### src/hw/rtl/crq_pkg.sv
// Shared types and codes for the capture request queue.
// No dependencies; imported by capture_request_queue and its testbench.
`default_nettype none

package crq_pkg;

	// Operation codes carried on func.
	localparam logic [1:0] FUNC_SUBMIT     = 2'd0;
	localparam logic [1:0] FUNC_GET_NEXT   = 2'd1;
	localparam logic [1:0] FUNC_STOP_BY_ID = 2'd2;
	localparam logic [1:0] FUNC_STOP_ANY   = 2'd3;

	// Result status codes.
	localparam logic [2:0] ST_OK          = 3'd0;
	localparam logic [2:0] ST_NO_REPEAT   = 3'd1;
	localparam logic [2:0] ST_ID_MISMATCH = 3'd2;
	localparam logic [2:0] ST_NOTHING     = 3'd3;
	localparam logic [2:0] ST_QUEUE_FULL  = 3'd4;

	// Frame value that marks an invalid or absent frame (minus one).
	localparam logic [63:0] FRAME_INVALID = 64'hFFFF_FFFF_FFFF_FFFF;

	// One queued one-shot burst as held in the queue memory.
	typedef struct packed {
		logic [31:0] id;
		logic [7:0]  length;
	} burst_entry_t;

endpackage

`default_nettype wire

### src/hw/rtl/capture_request_queue.sv
// Capture request queue: burst scheduler with a queue memory and a repeating slot.
// Depends on crq_pkg for operation codes, status codes and the entry type.
`default_nettype none

// On transfer the command is registered and the head entry of the queue memory
// is read into a register; while busy is high the result is formed and the
// state is updated, and no new command is taken. Exactly one result follows
// each command, marked by a one-cycle done strobe in the cycle after busy
// falls; the receiver cannot stall it and must take it in that cycle. Frame
// numbers are 64-bit and wrap; -1 marks an invalid frame. Request ids are
// assigned in sequence and wrap at 32 bits.
module capture_request_queue
	import crq_pkg::*;
#(
	parameter int QUEUE_DEPTH = 16
) (
	input  wire                clk,
	input  wire                arst_n,
	input  wire                start,
	output logic               busy,
	input  wire         [1:0]  func,
	input  wire         [7:0]  burst_length,
	input  wire                is_repeating,
	input  wire         [31:0] request_id,
	output logic               done,
	output logic        [2:0]  status,
	output logic        [31:0] result_id,
	output logic signed [63:0] frame_number
);

	localparam int PTR_W = (QUEUE_DEPTH > 1) ? $clog2(QUEUE_DEPTH) : 1;
	localparam int OCC_W = $clog2(QUEUE_DEPTH + 1);
	localparam int TOT_W = 8 + OCC_W;
	localparam logic [PTR_W-1:0] PTR_LAST = PTR_W'(QUEUE_DEPTH - 1);
	localparam logic [OCC_W-1:0] OCC_FULL = OCC_W'(QUEUE_DEPTH);

	// Queue memory.
	burst_entry_t mem [QUEUE_DEPTH];

	// Architectural state.
	logic [PTR_W-1:0] head_q, tail_q;
	logic [OCC_W-1:0] occ_q;
	logic [TOT_W-1:0] total_q;
	logic [63:0]      frame_cnt_q;
	logic             rep_valid_q;
	logic [31:0]      rep_id_q;
	logic [7:0]       rep_len_q;
	logic [63:0]      rep_end_q;
	logic [31:0]      next_id_q;

	// Command held while busy.
	logic             valid_s1;
	logic [1:0]       func_s1;
	logic [7:0]       len_s1;
	logic             rep_s1;
	logic [31:0]      req_s1;
	burst_entry_t     head_s1;

	// Result registers.
	logic             done_q;
	logic [2:0]       status_q;
	logic [31:0]      rid_q;
	logic [63:0]      frame_q;

	logic             accept;
	logic [2:0]       status_d;
	logic [31:0]      rid_d;
	logic [63:0]      frame_d;
	logic             push, pop, issue_rep, set_rep, clr_rep;
	logic [TOT_W-1:0] total_push;
	logic [63:0]      rep_last;

	assign busy   = valid_s1;
	assign accept = start && !valid_s1;

	// Capture the command and read the head entry on transfer.
	always_ff @(posedge clk or negedge arst_n) begin
		if (!arst_n) begin
			valid_s1 <= 1'b0;
		end else begin
			valid_s1 <= accept;
		end
	end

	always_ff @(posedge clk) begin
		if (accept) begin
			func_s1 <= func;
			len_s1  <= burst_length;
			rep_s1  <= is_repeating;
			req_s1  <= request_id;
			head_s1 <= mem[head_q];
		end
	end

	// Write a new one-shot burst at the tail. The write lands before any
	// later command can read, so no forwarding is needed.
	always_ff @(posedge clk) begin
		if (push) begin
			mem[tail_q] <= '{id: next_id_q, length: len_s1};
		end
	end

	assign total_push = total_q + TOT_W'(len_s1);
	assign rep_last   = (rep_end_q == FRAME_INVALID) ? FRAME_INVALID : rep_end_q - 64'd1;

	// Decode the held command into a result and state updates.
	always_comb begin
		status_d  = ST_OK;
		rid_d     = 32'd0;
		frame_d   = FRAME_INVALID;
		push      = 1'b0;
		pop       = 1'b0;
		issue_rep = 1'b0;
		set_rep   = 1'b0;
		clr_rep   = 1'b0;
		if (valid_s1) begin
			case (func_s1)
				FUNC_SUBMIT: begin
					if (rep_s1) begin
						rid_d   = next_id_q;
						set_rep = 1'b1;
						if (rep_valid_q) begin
							frame_d = rep_last;
						end
					end else if (occ_q >= OCC_FULL) begin
						status_d = ST_QUEUE_FULL;
					end else begin
						rid_d   = next_id_q;
						push    = 1'b1;
						frame_d = frame_cnt_q + 64'(total_push) - 64'd1;
					end
				end
				FUNC_GET_NEXT: begin
					if (occ_q != '0) begin
						pop     = 1'b1;
						rid_d   = head_s1.id;
						frame_d = frame_cnt_q;
					end else if (rep_valid_q) begin
						issue_rep = 1'b1;
						rid_d     = rep_id_q;
						frame_d   = frame_cnt_q;
					end else begin
						status_d = ST_NOTHING;
					end
				end
				default: begin
					if (!rep_valid_q) begin
						status_d = ST_NO_REPEAT;
					end else if (func_s1 == FUNC_STOP_BY_ID && rep_id_q != req_s1) begin
						status_d = ST_ID_MISMATCH;
					end else begin
						clr_rep = 1'b1;
						frame_d = rep_last;
					end
				end
			endcase
		end
	end

	// Queue pointers, fill count and running total of queued lengths.
	always_ff @(posedge clk or negedge arst_n) begin
		if (!arst_n) begin
			head_q  <= '0;
			tail_q  <= '0;
			occ_q   <= '0;
			total_q <= '0;
		end else if (push) begin
			tail_q  <= (tail_q == PTR_LAST) ? '0 : tail_q + PTR_W'(1);
			occ_q   <= occ_q + OCC_W'(1);
			total_q <= total_push;
		end else if (pop) begin
			head_q  <= (head_q == PTR_LAST) ? '0 : head_q + PTR_W'(1);
			occ_q   <= occ_q - OCC_W'(1);
			total_q <= total_q - TOT_W'(head_s1.length);
		end
	end

	// Frame counter, id counter and the repeating slot.
	always_ff @(posedge clk or negedge arst_n) begin
		if (!arst_n) begin
			frame_cnt_q <= '0;
			next_id_q   <= '0;
			rep_valid_q <= 1'b0;
			rep_id_q    <= '0;
			rep_len_q   <= '0;
			rep_end_q   <= FRAME_INVALID;
		end else begin
			if (push || set_rep) begin
				next_id_q <= next_id_q + 32'd1;
			end
			if (pop) begin
				frame_cnt_q <= frame_cnt_q + 64'(head_s1.length);
			end else if (issue_rep) begin
				frame_cnt_q <= frame_cnt_q + 64'(rep_len_q);
				rep_end_q   <= frame_cnt_q + 64'(rep_len_q);
			end
			if (set_rep) begin
				rep_valid_q <= 1'b1;
				rep_id_q    <= next_id_q;
				rep_len_q   <= len_s1;
				rep_end_q   <= FRAME_INVALID;
			end else if (clr_rep) begin
				rep_valid_q <= 1'b0;
				rep_end_q   <= FRAME_INVALID;
			end
		end
	end

	// Result registers: one strobe per command.
	always_ff @(posedge clk or negedge arst_n) begin
		if (!arst_n) begin
			done_q <= 1'b0;
		end else begin
			done_q <= valid_s1;
		end
	end

	always_ff @(posedge clk) begin
		if (valid_s1) begin
			status_q <= status_d;
			rid_q    <= rid_d;
			frame_q  <= frame_d;
		end
	end

	assign done         = done_q;
	assign status       = status_q;
	assign result_id    = rid_q;
	assign frame_number = $signed(frame_q);

	// Checks.
	a_done_follows_work: assert property (@(posedge clk) disable iff (!arst_n)
		done_q |-> $past(valid_s1))
		else $error("result strobe without a command in progress");

	a_no_overlap: assert property (@(posedge clk) disable iff (!arst_n)
		!(done_q && valid_s1))
		else $error("new command started before the previous result was out");

	a_occ_bound: assert property (@(posedge clk) disable iff (!arst_n)
		occ_q <= OCC_FULL)
		else $error("queue fill count beyond depth");

	a_empty_consistent: assert property (@(posedge clk) disable iff (!arst_n)
		(occ_q == '0) |-> (head_q == tail_q && total_q == '0))
		else $error("empty queue with mismatched pointers or nonzero total");

endmodule

`default_nettype wire

### config.mk
export PLATFORM = sky130hd
export DESIGN_NAME = capture_request_queue
export DESIGN_NICKNAME = d
export VERILOG_FILES = /design/src/hw/rtl/crq_pkg.sv /design/src/hw/rtl/capture_request_queue.sv
export SDC_FILE = /design/constraint.sdc
export NUM_CORES = 2
export LEC_CHECK = 0
export BUFFER_PORTS_ARGS = -buffer_cell sky130_fd_sc_hd__buf_2
export CAP_MARGIN = 20
export CORE_ASPECT_RATIO = 1.4
export CORE_MARGIN = 4
export CORE_UTILIZATION = 47
export CTS_BUF_LIST = sky130_fd_sc_hd__clkbuf_4 sky130_fd_sc_hd__clkbuf_8 sky130_fd_sc_hd__clkbuf_16
export CTS_CLUSTER_SIZE = 25
export DETAILED_ROUTE_END_ITERATION = 8
export GPL_TIMING_DRIVEN = 0
export MAX_ROUTING_LAYER = met4
export SLEW_MARGIN = 10
export SYNTH_ARGS = -nofsm -noshare
export SYNTH_HDL_FRONTEND = slang
export SYNTH_SLANG_ARGS = --single-unit
### constraint.sdc
create_clock -name clk -period 15.1 [get_ports clk]
set_clock_uncertainty 0.2 [all_clocks]
set_input_delay 0.755 -clock clk [delete_from_list [all_inputs] [get_ports clk]]
set_output_delay 0.755 -clock clk [all_outputs]
set_load 0.02 [all_outputs]
==> run metrics <==
Place WS 7.70 ns; Die W roughly 290 um; Syn Area/Cell about 13 sq um; FF+latch count, synth 1051; warnings from Yosys 0; pin count of the biggest net entering global routing roughly 90; RSZ-0062 raised after global routing no; Post-Place Cells 5708; WP data arrival 7.79 ns; input/output buffers 146; Via-to-Cell Ratio 6.13; first-pass GRT wire length 257 mm; WHS Endpoint req_s1[26]; top-count cell post-synth edfxtp_1; share of the synthesized area in the top cell type 48.1%; area leader, netlist edfxtp_1; Pleak 22.5 nW; PwrDens approximately 170 mW/mm^2; core area 0.108 sq mm; GPL Wtd Cong 1.03; IO Pins 147; most frequent CP cell a21oi_1; R2R cell count 22; Slowest-stage cell, CP a211oi_1; Total Wirelength 181 mm; reg2reg setup slack 7.56 ns; die area 0.115 sq mm; Netlist cell types 83; Worst setup EP type flip-flop; vias in the first global route 36.3k; R2R Path Start len_s1[0]; Slew HR under 10%; max-slew violations 0; TNS Setup 0 ns; Primary FF master, synth edfxtp_1; layout cell share with drive strength beyond 1 14.4%; Hold Path Class in -> reg; dominant cells by area after synthesis edfxtp_1 (48%), dfrtp_1 (8.0%), ha_1 (4.1%); Post-Synthesis Cells 4082; initial antenna violation count 4; max cap viols 0; Routed Antenna Nets 0; period utilization 49.9%; chip height 399 um; total track usage 32.2%; Max rail drop VDD around 140 uV; HP Start request_id[26]; TritonCTS clock tree built; Fin. Hold Viols 0; non-filler cells, final 5946; H-tree depth 3; Post-synth ARST share 21.8%; clock tree sinks 1051; Final Critical Period 7.54 ns; setup violators final 0; synthesized area 0.0513 sq mm; Detailed Route Iter0 Violations 3489; Root Buffer clkbuf_16; Min-Delay Path Depth 1; CTS Buf Count 102; Final WS setup 7.56 ns; Post-DP HPWL approximately 130 mm; number of gates resized after CTS 0; clk slew on worst S/H paths ~0.060 ns; CP cell instances ha_1 -> fa_1 -> a21o_1 -> a21oi_1 -> o21bai_1 -> a21oi_1 -> o21bai_1 -> a21oi_1 -> nor2_1 -> xnor2_1 -> ha_1 -> inv_1 -> ha_1 -> o21ai_0 -> a21oi_1 -> nor2_1 -> a211oi_1 -> o21ai_0 -> a211oi_1 -> a21oi_1 -> xnor2_1 -> a21bo_2; DRC Markers 0; Syn-to-layout area delta 13.9%; Worst EP required 15.35 ns; syn nets 4301; Critical R2R Capture frame_number[58]; crit-path max FO 18; status complete, no violations; CP peak stage delay 0.90 ns; Slew @ Worst Pin 1.38 ns; Final Net Count 4625; CTS max path bufs 3; total grt overflow 0; Initial Util 47.3%; drt first pass iters 7; Synth top cells by count edfxtp_1 (822), nand2_1 (369), xnor2_1 (234), o21ai_0 (229), a21oi_1 (216); Worst Setup Start Kind flip-flop; WL per Instance around 30 um; EDFF count, synth 822; critical path class reg -> reg; latest clock arrival within the worst-skew pair 0.72 ns; filler instances 9378; Seq/Total Area, Yosys 59.4%; fmax 0.133 GHz; worst hold slack 0.0332 ns; Via Count between 30k and 40k; row cnt 143
-- layer usage --
metal	routed length, um	global-route usage [%]	part of all wire [%]	vias up
met5	0	-	0	-
met4	14100	20.6	7.8	0
met3	10600	3.93	5.9	557
li1	-	-	-	16000
met2	90600	54.8	50	1675
met1	65300	36.0	36	18300
-- cells in the final DEF (no fill, tap or decap), types with 103 or more instances in the layout --
master	count
mux2i_1	127
buf_2	154
xnor2_1	234
nand2_1	369
clkbuf_16	103
edfxtp_1	822
o21ai_0	229
nor2_1	193
dfrtp_1	164
ha_1	167
clkbuf_1	184
a21oi_1	216
inv_1	139
nand3_1	124
-- final cells by class --
| type | instances | area [sq um] | area share, % |
|---|---|---|---|
| Buffer | 219 | 843 | 1.44 |
| Multi-Input combinational cell | 2671 | 19500 | 33.4 |
| Tap cell | 1450 | 1810 | 3.10 |
| Clock inverter | 67 | 739 | 1.26 |
| Inverter | 141 | 529 | 0.905 |
| Sequential cell | 1051 | 30500 | 52.2 |
| Clock buffer | 125 | 2790 | 4.77 |
| Antenna cell | 2 | 5.00 | 0.00856 |
| Timing Repair Buffer | 220 | 1720 | 2.94 |
-- repair_timing --
action                                 4_1_cts  5_1_grt
endpoints found under the hold margin       89        0
buffers inserted                             0        0
setup endpoints to repair                    0        0
hold buffers                                38        0
-- cell families (layout without fill, tap and decap cells) --
family / after synthesis / count (layout) / share of synthesized area (%)
other: 0 / 2 / 0
multiplexers: 288 / 288 / 7.77
XOR/XNOR: 309 / 309 / 5.27
AO/OA/AOI/OAI: 875 / 875 / 11.0
flip-flops: 1051 / 1051 / 59.4
AND/OR/NAND/NOR: 1026 / 1026 / 9.59
adder cells (fa/ha/maj): 173 / 173 / 4.31
buffers and inverters: 360 / 772 / 2.67
-- power breakdown --
part	internal (W)	total, W	switching, W	leakage (nW)
logic	0.00133	0.00372	0.00239	9.89
registers	0.00338	0.00359	0.000209	10.9
clock network	0.00153	0.00270	0.00118	1.74
total	0.00624	0.0100	0.00377	22.5
-- sequential cells by signal, summed over array words and instances, names as in the netlist, 8 cells and up --
name,count
frame_cnt_q,64
frame_number,64
head_s1,40
len_s1,8
mem,640
next_id_q,32
rep_end_q,64
rep_id_q,32
rep_len_q,8
req_s1,32
result_id,32
total_q,13
-- worst max-delay path: cells and delay by family, from the launching register on --
kind / cells / cell delay, ns
fa+ha+maj: 4 / 1.43
xor+xnor: 2 / 0.37
compound gates: 13 / 4.17
simple gates: 2 / 0.37
buf+inv: 1 / 0.04
flops: 1 / 0.67
-- worst max-delay path by stage --
stage	from	endpoint	slack (ns)	cells after the start
2_1_floorplan	busy	func_s1[0]	8.38	1
3_3_place_gp	busy	len_s1[5]	0.53	1
3_5_place_dp	len_s1[0]	frame_number[59]	7.70	21
4_1_cts	len_s1[0]	frame_number[59]	7.66	21
5_1_grt	len_s1[0]	frame_number[54]	7.13	22
6_report	len_s1[0]	frame_number[58]	7.56	22
-- through the flow --
| stage | area [sq um] | power, W | utilization [%] |
|---|---|---|---|
| after floorplan | 51300 | 0.00590 | - |
| after global placement | 53900 | 0.00722 | 49.7 |
| after detailed placement | 54500 | 0.00729 | 50.2 |
| after CTS | 58400 | 0.0100 | 53.8 |
| after global routing | 58500 | 0.0104 | 53.9 |
| final | 58500 | 0.0100 | 53.9 |
Note: power is estimated with default switching activity, not from simulation.
